<file path="config.mk">
export PLATFORM = sky130hd
export DESIGN_NAME = zero_selector_coeff_codec_core
export DESIGN_NICKNAME = d
export VERILOG_FILES = /design/src/rtl/zsc_pkg.sv /design/src/rtl/zsc_step.sv /design/src/rtl/zero_selector_coeff_codec_core.sv
export VERILOG_INCLUDE_DIRS = /design/src /design/src/rtl
export SDC_FILE = /design/constraint.sdc
export NUM_CORES = 1
export LEC_CHECK = 0
export ABC_AREA = 1
export BUFFER_PORTS_ARGS = -buffer_cell sky130_fd_sc_hd__buf_4
export CORE_MARGIN = 1.5
export CORE_UTILIZATION = 57
export CTS_BUF_LIST = sky130_fd_sc_hd__clkbuf_16
export CTS_CLUSTER_DIAMETER = 150
export DETAILED_ROUTE_END_ITERATION = 10
export GPL_ROUTABILITY_DRIVEN = 0
export PLACE_DENSITY_LB_ADDON = 0.15
export SLEW_MARGIN = 20
export SYNTH_ARGS = -nofsm -noshare
export SYNTH_HDL_FRONTEND = slang
export SYNTH_HIERARCHICAL = 1
export SYNTH_SLANG_ARGS = --single-unit
</file>
<file path="constraint.sdc">
create_clock -name i_clk -period 4.7 [get_ports i_clk]
set_clock_uncertainty 0.1 [all_clocks]
set_input_delay 0.47 -clock i_clk [delete_from_list [all_inputs] [get_ports i_clk]]
set_output_delay 0.47 -clock i_clk [all_outputs]
set_load 0.005 [all_outputs]
</file>
<file path="src/rtl/zero_selector_coeff_codec_core_macros.svh">
// Assertion macros shared by the codec RTL.
`ifndef ZERO_SELECTOR_COEFF_CODEC_CORE_MACROS_SVH
`define ZERO_SELECTOR_COEFF_CODEC_CORE_MACROS_SVH

// Overlapping implication, checked on every clock edge outside reset.
`define ZSC_ASSERT_IMP(label, ante, cons) \
    label: assert property (@(posedge i_clk) disable iff (!i_rst_n) \
        (ante) |-> (cons)) else $error("zsc check failed");

// Implication whose consequent is checked at the next clock edge.
`define ZSC_ASSERT_NEXT(label, ante, cons) \
    label: assert property (@(posedge i_clk) disable iff (!i_rst_n) \
        (ante) |=> (cons)) else $error("zsc check failed");

`endif

</file>
<file path="src/rtl/zsc_pkg.sv">
// Package for the zero-selector coefficient codec: types and constants.
package zsc_pkg;

    localparam int SEL_W       = 32;
    localparam int COEF_W      = 9;
    localparam int BYTE_W      = 8;
    localparam int SEL_BITS_DEF = 32;

    localparam logic [COEF_W-1:0] COEF_TOP = 9'd256;

    typedef enum logic {
        MODE_ENCODE = 1'b0,
        MODE_DECODE = 1'b1
    } t_mode;

    typedef struct packed {
        t_mode             mode;
        logic [COEF_W-1:0] coefficient;
        logic [BYTE_W-1:0] code_byte;
        logic [SEL_W-1:0]  selector;
        logic              last;
    } t_item;

    typedef struct packed {
        logic [COEF_W-1:0] value;
        logic [SEL_W-1:0]  selector;
        logic              overflow;
        logic              last;
    } t_result;

endpackage

</file>
<file path="src/rtl/zsc_step.sv">
// Per-word datapath: result and next codec state from one word and the current state.
module zsc_step
    import zsc_pkg::*;
#(
    parameter int SEL_BITS = SEL_BITS_DEF,
    parameter int CNT_W    = $clog2(SEL_BITS + 1)
) (
    input  t_item             i_item,
    input  logic [CNT_W-1:0]  i_count,
    input  logic [SEL_W-1:0]  i_acc,
    input  logic              i_ovf,
    output t_result           o_result,
    output logic [CNT_W-1:0]  o_count,
    output logic [SEL_W-1:0]  o_acc,
    output logic              o_ovf
);

    logic             room;
    logic [SEL_W-1:0] count_bit;
    logic [SEL_W-1:0] sel_shifted;
    logic [CNT_W-1:0] count_inc;
    logic [CNT_W-1:0] count_upd;
    logic [SEL_W-1:0] acc_upd;
    logic             ovf_upd;

    assign room        = (i_count < CNT_W'(SEL_BITS));
    assign count_bit   = SEL_W'(1) << i_count;
    assign sel_shifted = i_item.selector >> i_count;
    assign count_inc   = CNT_W'(i_count + 1'b1);

    always_comb begin
        count_upd = i_count;
        acc_upd   = i_acc;
        ovf_upd   = i_ovf;
        o_result  = '0;
        o_result.last = i_item.last;
        unique case (i_item.mode)
            MODE_ENCODE: begin
                o_result.value = {1'b0, i_item.coefficient[BYTE_W-1:0]};
                if (i_item.coefficient[BYTE_W-1:0] == '0) begin
                    if (!room) begin
                        ovf_upd = 1'b1;
                    end else begin
                        if (i_item.coefficient == COEF_TOP) begin
                            acc_upd = i_acc | count_bit;
                        end
                        count_upd = count_inc;
                    end
                end
                o_result.selector = acc_upd;
                o_result.overflow = ovf_upd;
            end
            MODE_DECODE: begin
                o_result.value = {1'b0, i_item.code_byte};
                if (i_item.code_byte == '0 && room) begin
                    // A zero byte within capacity is restored from its selector bit.
                    o_result.value = {sel_shifted[0], {BYTE_W{1'b0}}};
                    count_upd      = count_inc;
                end
            end
            default: begin
                o_result.value = '0;
            end
        endcase

        // The end of a polynomial clears all codec state.
        if (i_item.last) begin
            o_count = '0;
            o_acc   = '0;
            o_ovf   = 1'b0;
        end else begin
            o_count = count_upd;
            o_acc   = acc_upd;
            o_ovf   = ovf_upd;
        end
    end

endmodule

</file>
<file path="src/rtl/zero_selector_coeff_codec_core.sv">
// Top level of the zero-selector coefficient codec.
//
// Input channel: i_valid with o_stall; a word is taken at a rising edge with
// i_valid high and o_stall low. Each word carries one coefficient (encode) or
// one code byte plus the polynomial's selector word (decode), and i_last_in
// marks the final word of a polynomial.
// Output channel: o_valid with i_stall; one result word for every input word,
// in order. In encode the selector and overflow outputs hold the running
// values, complete on the word marked by o_last_out.
// The word is registered on entry, then the step logic writes the result
// register. One word is taken every cycle while o_stall is low; the limit is
// the single compare, shift and counter update between the two registers.
// While the receiver stalls, the result register holds its word and the input
// register can still fill, after which o_stall rises.
// Synchronous active-low reset empties both registers and clears the
// candidate counter, selector accumulator and overflow flag.
`include "zero_selector_coeff_codec_core_macros.svh"

module zero_selector_coeff_codec_core
    import zsc_pkg::*;
#(
    parameter int SEL_BITS = SEL_BITS_DEF
) (
    input  logic              i_clk,
    input  logic              i_rst_n,
    input  logic              i_valid,
    output logic              o_stall,
    input  logic              i_mode,
    input  logic [COEF_W-1:0] i_coefficient,
    input  logic [BYTE_W-1:0] i_code_byte,
    input  logic [SEL_W-1:0]  i_selector_in,
    input  logic              i_last_in,
    output logic              o_valid,
    input  logic              i_stall,
    output logic [COEF_W-1:0] o_out_value,
    output logic [SEL_W-1:0]  o_selector_out,
    output logic              o_overflow,
    output logic              o_last_out
);

    localparam int CNT_W = $clog2(SEL_BITS + 1);

    t_item            r_in;
    logic             r_in_valid;
    t_result          r_out;
    logic             r_out_valid;
    logic [CNT_W-1:0] r_count;
    logic [SEL_W-1:0] r_acc;
    logic             r_ovf;

    t_result          n_out;
    logic [CNT_W-1:0] n_count;
    logic [SEL_W-1:0] n_acc;
    logic             n_ovf;
    logic             advance;

    assign advance = r_in_valid && !(r_out_valid && i_stall);
    assign o_stall = r_in_valid && r_out_valid && i_stall;

    zsc_step #(
        .SEL_BITS (SEL_BITS),
        .CNT_W    (CNT_W)
    ) u_step (
        .i_item   (r_in),
        .i_count  (r_count),
        .i_acc    (r_acc),
        .i_ovf    (r_ovf),
        .o_result (n_out),
        .o_count  (n_count),
        .o_acc    (n_acc),
        .o_ovf    (n_ovf)
    );

    always_ff @(posedge i_clk) begin
        if (!o_stall && i_valid) begin
            r_in.mode        <= t_mode'(i_mode);
            r_in.coefficient <= i_coefficient;
            r_in.code_byte   <= i_code_byte;
            r_in.selector    <= i_selector_in;
            r_in.last        <= i_last_in;
        end
        if (advance) begin
            r_out <= n_out;
        end
    end

    always_ff @(posedge i_clk) begin
        if (!i_rst_n) begin
            r_in_valid  <= 1'b0;
            r_out_valid <= 1'b0;
            r_count     <= '0;
            r_acc       <= '0;
            r_ovf       <= 1'b0;
        end else begin
            if (!o_stall) begin
                r_in_valid <= i_valid;
            end
            if (advance) begin
                r_out_valid <= 1'b1;
                r_count     <= n_count;
                r_acc       <= n_acc;
                r_ovf       <= n_ovf;
            end else if (!i_stall) begin
                r_out_valid <= 1'b0;
            end
        end
    end

    assign o_valid        = r_out_valid;
    assign o_out_value    = r_out.value;
    assign o_selector_out = r_out.selector;
    assign o_overflow     = r_out.overflow;
    assign o_last_out     = r_out.last;

    `ZSC_ASSERT_IMP(a_count_in_range, 1'b1, r_count <= CNT_W'(SEL_BITS))
    `ZSC_ASSERT_IMP(a_ovf_at_capacity, r_ovf, r_count == CNT_W'(SEL_BITS))
    `ZSC_ASSERT_IMP(a_acc_below_count, 1'b1, (r_acc >> r_count) == '0)
    `ZSC_ASSERT_NEXT(a_clear_after_last, advance && r_in.last,
        r_count == '0 && r_acc == '0 && !r_ovf)

endmodule

</file>
# Word level (Yosys, flattened, before mapping)
# Index checks and enable logic that the tools add are counted.
# totals
register_bits	135
inputBits	55
out_inout_bits	45
wordCells	56
# classes
add_sub_neg	1
order_cmp	1
eq_ne	6
shift	2
mux	18
bitwise_logic	2
reduce_logical	12
# op_table
cell	n
2-to-1 mux 32 bit	5
OR 32 bit	1
<< shifter 1 x 6 -> 32 bit, first input constant	1
>> shifter 32 x 6 -> 1 bit	1
2-to-1 mux 6 bit	4
one-hot mux 9 bit (2 select lines)	1
zero test 8 bit	2
one-hot mux 6 bit (2 select lines)	1
equality test 9 bit, second input constant	1
2-to-1 mux 9 bit	1
inequality test 3 x 2 -> 1 bit, second input constant	3
adder 6 x 1 -> 6 bit, second input constant	1
logical AND 1 bit	6
less-than comparator 6 bit, second input constant	1
2-to-1 mux 1 bit	6
AND reduction 4 bit	1
zero test 1 bit	2
inequality test 2 x 1 -> 1 bit, second input constant	1
inequality test 2 bit, second input constant	1
AND reduction 2 bit	1
inverter 1 bit	1

# Longest topological paths before layout
# Gate-level depths: netlist of the first run.
# logic_depth
depth_word	7
ltp_mapped	13
mapped_depth_nobuf	13

# Hierarchy
# Netlist of the first run, hierarchy kept.
# by_module_without_submodules
module	n_inst	cells_each	area_per_inst_um2	seq_area_each_um2
zero_selector_coeff_codec_core	1	362	4634.4	3643.5
zsc_step	1	366	1730.4	0.0

# Least setup slack after synthesis of the first run
# Ideal clock, no wire load.
# synth_timing
kind	register to register
from	register r_in_valid
to	register r_out (netlist bit o_last_out) (enable)
setup_time_ns	0.458
t_arrival_ns	2.777
required_time_ns	4.142
path_slack_ns	1.366
stages_incl_launch_ff	5
path_buffers	2
period_less_slack_ns	3.334
path_cell_list	dfxtp_1 > buf_2 > buf_2 > inv_1 > a21oi_1
# synth_via
elab_chain_cells	1
# synth_lines
element	line	source
start, declared	zero_selector_coeff_codec_core.sv:44	logic r_in_valid;
start signal, assigned	zero_selector_coeff_codec_core.sv:96	r_in_valid <= i_valid;
logical AND 1 bit	zero_selector_coeff_codec_core.sv:57	assign advance = r_in_valid && !(r_out_valid && i_stall);
named net advance	zero_selector_coeff_codec_core.sv:55	logic advance;
end signal, assigned	zero_selector_coeff_codec_core.sv:83	r_out <= n_out;
end, declared	zero_selector_coeff_codec_core.sv:45	t_result r_out;
# The timed path passes the listed nets, and every way through them passes these cells.
# A chain may end at the register's enable or synchronous reset.

# Final worst setup path of the first run
# layout_timing
from	register r_in_valid
to	register r_out (netlist bit o_selector_out[0]) (enable)
# Same word-level chain as after synthesis.

==> impl_summary.log, run 1 <==
INFO  metric utilization = 70.7%
INFO  metric grt_setup_unrepaired = false
INFO  metric drc = 0
INFO  metric cellInternalPower = between 2000 and 2500 µW
INFO  metric floorplan.rows = 38
INFO  metric yosysUniqueCellTypes = 24
INFO  metric static_power_due_to_leakage = 0.00311 µW
INFO  metric final_instance_area = 7670 µm²
INFO  metric postRouteAntennaNets = 0
INFO  metric p_clk_share = 44.5%
INFO  metric drv_slew = 0
INFO  metric timing.setup.tns = 0 ns
INFO  metric post_cts_resized = 0
INFO  metric postCtsSetupBuffers = 0
INFO  metric wl_per_cell = 14.7 µm
INFO  metric maxClockFrequency = 378 MHz
INFO  metric rrSetupSlack = 2.05 ns
INFO  metric finish.cell_count_without_fillers = 957
INFO  metric pin_slew_with_the_least_headroom_to_its_limit = 0.998 ns
INFO  metric max-slew-margin-rel = 33.4%
INFO  metric maximum_number_of_pins_on_one_net_before_global_route_repair = 81
INFO  metric grt-busiest-layer = met2
INFO  metric worst_setup_path_endpoint = o_selector_out[0]$_DFFE_PP_
INFO  metric netlist_area = 6360 µm²
INFO  metric cts.clk_slew.worst_paths = ~0.05 ns
INFO  metric die_h = 109 µm
INFO  metric run_status = complete, no violations
INFO  metric critical-path-top-delay-family = buffers and inverters
INFO  metric report.final.hold_viol_count = 0
INFO  metric r2r-start = r_in_valid$_SDFFE_PN0N_
INFO  metric cts_hold_buf = 0
INFO  metric synthXorXnorAreaFrac = 0.138%
INFO  metric timing.final.crit_share = 56.3%
INFO  metric areaGrowthSynthToFinish = 20.5%
INFO  metric port_buffers = 99
INFO  metric cts_tree = done
INFO  metric grt_pass1_wl = 22.1 mm
INFO  metric worst-r2r-cell-count = 4
INFO  metric die_area = 11,800 µm²
INFO  metric yosys_register_bits = roughly 140
INFO  metric initial_utilization = 58.7%
INFO  metric timing.final.crit_period = 2.65 ns
INFO  metric hp-class = input pin to flop
INFO  metric cts-buffers-inserted = 17
INFO  metric netSwitchingPower = 669 µW
INFO  metric routed-via-count = 5,256
INFO  metric globalRouteMet3Util = between 6 and 7%
INFO  metric synthDominantAreaCellType = sky130_fd_sc_hd__edfxtp_1
INFO  metric root_buffer = sky130_fd_sc_hd__clkbuf_16
INFO  metric synth_top_family_by_area = simple AND/OR/NAND/NOR gates
INFO  metric synth_top_area_share = 44.3%
INFO  metric crit_start = r_in_valid$_SDFFE_PN0N_
INFO  metric top_level_ports = 100
INFO  metric place_area = 7070 µm²
INFO  metric initial_antenna_violation_count = 0
INFO  metric maximum_level_of_the_cts_h_tree = 4
INFO  metric synth_area_leaders = sky130_fd_sc_hd__edfxtp_1 44%, sky130_fd_sc_hd__dfxtp_1 13%, sky130_fd_sc_hd__a21oi_1 8.7%
INFO  metric die_width = 109 µm
INFO  metric startpoint_kind_of_the_worst_setup_timing_path = flop
INFO  metric synth_fp_nets = 790
INFO  metric setup-violations-final = 0
INFO  metric detailedRoute.firstPassIterationCount = 7
INFO  metric timing.critical_path.required = 4.68 ns
INFO  metric worst-path-buf-inv = 3
INFO  metric worstPathArrival = ~2.6 ns
INFO  metric ctsLongestPathBuffers = 2
INFO  metric core_area = 10,800 µm²
INFO  metric crit_top_cell = sky130_fd_sc_hd__buf_4
INFO  metric place_inst = 925
INFO  metric vias_per_instance = 5.49
INFO  metric clk_latency = 0.41 ns
INFO  metric path_max_fanout = 80
INFO  metric worst_path_largest_cell_delay = 0.64 ns
INFO  metric share_seq_of_total_power = 46.3%
INFO  metric synth_warnings = 6
INFO  metric numClockSinks = between 100 and 150
INFO  metric drive_above_1_share = 17.0%
INFO  metric synthAdderAreaFrac = 1.38%
INFO  metric netlist_instances = 728
INFO  metric avgSynthCellArea = 8.74 µm²
INFO  metric insertedDiodeCount = 0
INFO  metric synthMuxAreaShare = 0%
INFO  metric cp_cell_sequence = buf_4 > inv_1 > a21oi_4 > buf_4
INFO  metric gr_util_met2 = 41.5%
INFO  metric max_cap_violations = 0
INFO  metric path_depth = 4
INFO  metric drt-total-wl = 14.0 mm
INFO  metric grt_use_met1 = 29.6%
INFO  metric finalHoldWorstSlack = 0.129 ns
INFO  metric globalRoute.totalOverflow = 0
INFO  metric peakVddDrop = 0.209 mV
INFO  metric comb_power_share = 9.2%
INFO  metric via_count_of_the_first_global_routing_pass = 4,791
INFO  metric num-nets-final = 866
INFO  metric synth-compound-area-share = 10.3%
INFO  metric power.switching_fraction = 22.3%
INFO  metric powerDensity = 391 nW/µm²
INFO  metric critical_path.endpoint_type = flop
INFO  metric critical_path.slowest_cell = sky130_fd_sc_hd__a21oi_4
INFO  metric simple_gate_area_share_of_the_yosys_netlist = 20.8%
INFO  metric worst_reg2reg_endpoint = o_selector_out[0]$_DFFE_PP_
INFO  metric synth_seq_area_share = 57.2%
INFO  metric overall_fraction_of_global_route_tracks_in_use = between 20% and 30%
INFO  metric drt_first_iter_violations = 365
INFO  metric worst_setup_path_class = flop to flop
INFO  metric detailed_place_hpwl = about 8.9 mm
layout by cell type (no fill, tap or decap), types with 4 or more instances in the layout:
master,netlist,layout
sky130_fd_sc_hd__clkbuf_16,0,17
sky130_fd_sc_hd__inv_2,3,4
sky130_fd_sc_hd__edfxtp_1,94,94
sky130_fd_sc_hd__a21oi_1,111,110
sky130_fd_sc_hd__nor2_1,92,92
sky130_fd_sc_hd__ha_1,7,7
sky130_fd_sc_hd__buf_4,3,104
sky130_fd_sc_hd__dfxtp_1,41,40
sky130_fd_sc_hd__bufinv_16,0,4
sky130_fd_sc_hd__inv_1,98,102
sky130_fd_sc_hd__nand2_1,116,116
sky130_fd_sc_hd__nand3_1,61,61
sky130_fd_sc_hd__nand4_1,31,31
sky130_fd_sc_hd__o21ai_0,18,18
cell usage after synthesis (all sizes together):
library cell,instances
nand2,117
a21oi,111
inv,101
nor2,95
edfxtp,94
nand3,61
dfxtp,41
buf,33
nand4,31
o21ai,19
clkbuf,14
ha,7
a31oi,1
nor3,1
or2,1
xor2,1
power groups by stage:
stage               combinational (µW)  clock [µW]  sequential (µW)
floorplan                          184           0             1400
global placement                   260           0             1410
detailed placement                 272           0             1410
CTS                                275        1350             1390
global route                       310        1400             1390
finish                             276        1330             1390
through the flow:
stage,setup WS (ns),total power [µW]
5_1_grt,1.88,3110
3_5_place_dp,2.04,1680
6_report,2.05,2990
3_3_place_gp,2.06,1670
4_1_cts,2.02,3010
2_1_floorplan,1.37,1580
how the worst min path moves through the flow:
stage                            startpoint                 endpoint  slack, ns  depth (start not counted)
floorplan           r_count[3]$_SDFFE_PN0P_  r_count[3]$_SDFFE_PN0P_       0.35                          2
global placement     r_acc[19]$_SDFFE_PN0P_   r_acc[19]$_SDFFE_PN0P_       0.36                          2
detailed placement   r_acc[23]$_SDFFE_PN0P_   r_acc[23]$_SDFFE_PN0P_       0.37                          2
CTS                        i_selector_in[0]        r_in[1]$_DFFE_PP_       0.11                          1
global route               i_selector_in[8]        r_in[9]$_DFFE_PP_       0.11                          1
finish                     i_selector_in[3]        r_in[4]$_DFFE_PP_       0.13                          1
routing by layer:
| metal | up-vias | share of wire (%) |
|---|---|---|
| met1 | 2440 | 39 |
| met3 | 35 | 6.2 |
| met4 | 0 | 2.9 |
| met5 | - | 0 |
| li1 | 2570 | - |
| met2 | 211 | 52 |
registers in the layout, summed over array words and instances (netlist names):
name	flops
o_overflow	1
r_acc	32
o_valid	1
o_selector_out	32
o_out_value	9
r_count	6
r_in_valid	1
o_last_out	1
r_in	51
r_ovf	1
area by class of cell:
type | count | area [µm²]
Sequential cell | 135 | 3640
Fill cell | 819 | 3170
Multi-Input combinational cell | 445 | 2090
Timing Repair Buffer | 104 | 781
Clock buffer | 17 | 425
Inverter | 101 | 379
Tap cell | 140 | 175
Clock inverter | 15 | 171
cells by family after synthesis:
group / Yosys count
xor gates and xnor gates: 1
AOI/OAI and AO/OA: 131
DFF: 135
adders and majority gates: 7
and+or+nand+nor: 306
buffers and inverters: 148
Note: power is estimated with default switching activity, not from simulation.
==> run 2: changes to the inputs <==
--- a/config.mk
+++ b/config.mk
@@ -9,7 +9,7 @@
 export ABC_AREA = 1
 export BUFFER_PORTS_ARGS = -buffer_cell sky130_fd_sc_hd__buf_4
 export CORE_MARGIN = 1.5
-export CORE_UTILIZATION = 57
+export CORE_UTILIZATION = 51
 export CTS_BUF_LIST = sky130_fd_sc_hd__clkbuf_16
 export CTS_CLUSTER_DIAMETER = 150
 export DETAILED_ROUTE_END_ITERATION = 10
==> constraint.sdc (replaced) <==
create_clock -name i_clk -period 2.2 [get_ports i_clk]
set_clock_uncertainty 0.1 [all_clocks]
set_input_delay 0.22 -clock i_clk [delete_from_list [all_inputs] [get_ports i_clk]]
set_output_delay 0.22 -clock i_clk [all_outputs]
set_load 0.005 [all_outputs]
==> impl_summary.log, run 2 (synthesis results as in run 1) <==
INFO  metric wl_per_cell = 14.3 µm (-2.3%)
INFO  metric most-common-layout-cells = 116 x sky130_fd_sc_hd__nand2_1, 112 x sky130_fd_sc_hd__buf_4, 110 x sky130_fd_sc_hd__a21oi_1
INFO  metric largest_register_ff_count = 51 (unchanged)
INFO  metric critical_path.endpoint_type = flop
INFO  metric grt-busiest-layer = met2
INFO  metric grt_setup_unrepaired = false
INFO  metric timing.final.crit_share = 87.8% (+31 points)
INFO  metric cts.clk_slew.worst_paths = 0.05 ns (about the same)
INFO  metric clk_latency = 0.42 ns (about the same)
INFO  metric layout_commonest_cell = sky130_fd_sc_hd__nand2_1
INFO  metric num-nets-final = 928 (+7.2%)
INFO  metric core_area = 12,100 µm² (+12%)
INFO  metric worstPathArrival = 2.18 ns (-0.45 ns)
INFO  metric max-slew-margin-rel = 46.2% (+13 points)
INFO  metric cp_cell_sequence = buf_4 > inv_2 > ha_1 > nand2_1 > nor2_1 > nand4_1 > a21oi_1 > inv_1 > nand3_1 > nand2_1 > nor2_1
INFO  metric top_level_ports = 100 (unchanged)
INFO  metric drive_above_1_share = 17.0% (-0.062 points)
INFO  metric worst-r2r-cell-count = 11 (+7)
INFO  metric cts-buffers-inserted = 17 (unchanged)
INFO  metric place_inst = 963 (+4.1%)
INFO  metric timing.critical_path.required = 2.45 ns (-2.23 ns)
INFO  metric static_power_due_to_leakage = 0.00339 µW (+8.8%)
INFO  metric areaGrowthSynthToFinish = 30.7%
INFO  metric vias_per_instance = 5.15 (-6.2%)
INFO  metric finish.cell_count_without_fillers = 1,047 (+9.4%)
INFO  metric detailed_place_hpwl = 9.22 mm (+4.0%)
INFO  metric cts_hold_buf = 52 (+52)
INFO  metric port_buffers = 99 (unchanged)
INFO  metric max_cap_violations = 0 (unchanged)
INFO  metric timing.setup.tns = 0 ns (unchanged)
INFO  metric globalRoute.totalOverflow = 0 (unchanged)
INFO  metric die_area = 13,200 µm² (+11%)
INFO  metric hp-class = input pin to flop
INFO  metric drc = 0 (unchanged)
INFO  metric powerDensity = 782 nW/µm² (+100%)
INFO  metric grt_use_met1 = 29.3% (-0.33 points)
INFO  metric report.final.hold_viol_count = 0 (unchanged)
INFO  metric run_status = complete, no violations
INFO  metric gr_util_met2 = 41.4% (-0.072 points)
INFO  metric die_h = 115 µm (+5.6%)
INFO  metric maxClockFrequency = 518 MHz (+37%)
INFO  metric grt_pass1_wl = 24.2 mm (+9.4%)
INFO  metric globalRouteMet3Util = 5.40% (-1.0 points)
INFO  metric worst_path_largest_cell_delay = 0.34 ns (-0.30 ns)
INFO  metric ctsLongestPathBuffers = 2 (unchanged)
INFO  metric drt-total-wl = 15.0 mm (+6.9%)
INFO  metric via_count_of_the_first_global_routing_pass = 5,112 (+6.7%)
INFO  metric timing.final.crit_period = 1.93 ns (-0.716 ns)
INFO  metric maximum_level_of_the_cts_h_tree = 4 (unchanged)
INFO  metric overall_fraction_of_global_route_tracks_in_use = 24.0% (-0.76 points)
INFO  metric detailedRoute.firstPassIterationCount = 6 (-1)
INFO  metric drt_first_iter_violations = 376 (+3.0%)
INFO  metric setup-violations-final = 0 (unchanged)
INFO  metric insertedDiodeCount = 0 (unchanged)
INFO  metric critical_path.slowest_cell = sky130_fd_sc_hd__dfxtp_1
INFO  metric numClockSinks = 135 (unchanged)
INFO  metric min_path_cells = 3 (+2)
INFO  metric pin_slew_with_the_least_headroom_to_its_limit = 0.807 ns (-0.191 ns)
INFO  metric worst_setup_path_class = flop to flop
INFO  metric initial_utilization = 52.6% (-6.2 points)
INFO  metric drv_slew = 0 (unchanged)
INFO  metric path_max_fanout = 20 (-75%)
INFO  metric final.setup.worst_slack = 0.268 ns (-1.78 ns)
INFO  metric initial_antenna_violation_count = 0 (unchanged)
INFO  metric routed-via-count = 5,394 (+2.6%)
INFO  metric maximum_number_of_pins_on_one_net_before_global_route_repair = 80 (-1.2%)
INFO  metric peakVddDrop = 0.592 mV (+180%)
INFO  metric top_register = r_in
INFO  metric cts_tree = done
INFO  metric postCtsSetupBuffers = 0 (unchanged)
INFO  metric die_width = 115 µm (+5.6%)
INFO  metric root_buffer = sky130_fd_sc_hd__clkbuf_16
INFO  metric post_cts_resized = 0 (unchanged)
INFO  metric floorplan.rows = 40 (+5.3%)
INFO  metric startpoint_kind_of_the_worst_setup_timing_path = flop
INFO  metric pre_cts_ws = 0.280 ns (-1.75 ns)
INFO  metric postRouteAntennaNets = 0 (unchanged)
-- run 2: cell types whose count changed in the layout (fill, tap and decap cells not counted) --
cell,delta
sky130_fd_sc_hd__buf_12,+2
sky130_fd_sc_hd__buf_4,+8
sky130_fd_sc_hd__clkinv_1,+1
sky130_fd_sc_hd__clkinv_2,+1
sky130_fd_sc_hd__clkinv_4,+1
sky130_fd_sc_hd__clkinvlp_4,-1
sky130_fd_sc_hd__dlygate4sd3_1,+52
sky130_fd_sc_hd__inv_1,-1
sky130_fd_sc_hd__inv_2,-1
sky130_fd_sc_hd__nor2_2,+1
sky130_fd_sc_hd__nor2_4,-1
-- run 2: final cells by class --
type                            count  area [µm²]
Clock buffer                       17         425
Clock inverter                     15         170
Fill cell                         955        3790
Inverter                          101         383
Multi-Input combinational cell    445        2090
Sequential cell                   135        3640
Tap cell                          168         210
Timing Repair Buffer              166        1400
-- run 2: worst max-delay path: cells and delay by family (launching register included) --
family	cells	cell delay, ns
fa+ha+maj	1	0.14
flops	1	0.34
simple gates	6	0.73
buf+inv	3	0.35
compound gates	1	0.20
-- run 2: path summary, 6_finish.rpt --
check	start	to	slack [ns]
setup / recovery	r_count[0]$_SDFFE_PN0P_	r_acc[6]$_SDFFE_PN0P_	0.27
hold / removal	i_stall	r_in_valid$_SDFFE_PN0N_	0.06
setup reg to reg	r_count[0]$_SDFFE_PN0P_	r_acc[6]$_SDFFE_PN0P_	0.27
hold reg to reg	r_ovf$_SDFFE_PN0P_	r_ovf$_SDFFE_PN0P_	0.38
-- run 2: per-stage QoR --
stage                     hold slack, ns  power (µW)  util (%)  area [µm²]
after CTS                         0.0414        6540      68.7        8320
final                             0.0624        6510      68.7        8320
after global placement             0.298        3580      59.5        7200
after global routing              0.0782        6750      68.7        8320
after floorplan                    0.219        3370         -        6380
after detailed placement           0.299        3610      59.5        7200
-- run 2: metal layers --
metal | vias to the layer above | share of wire (%)
met5 | - | 0
li1 | 2696 | -
met4 | 0 | 1.9
met2 | 172 | 51
met1 | 2503 | 42
met3 | 23 | 4.9
-- run 2: power breakdown --
| group | leakage (µW) | switching, µW | internal [µW] |
|---|---|---|---|
| Combinational | 0.00182 | 388 | 309 |
| Clock | 0.000308 | 1010 | 1860 |
| Sequential | 0.00126 | 65.2 | 2870 |
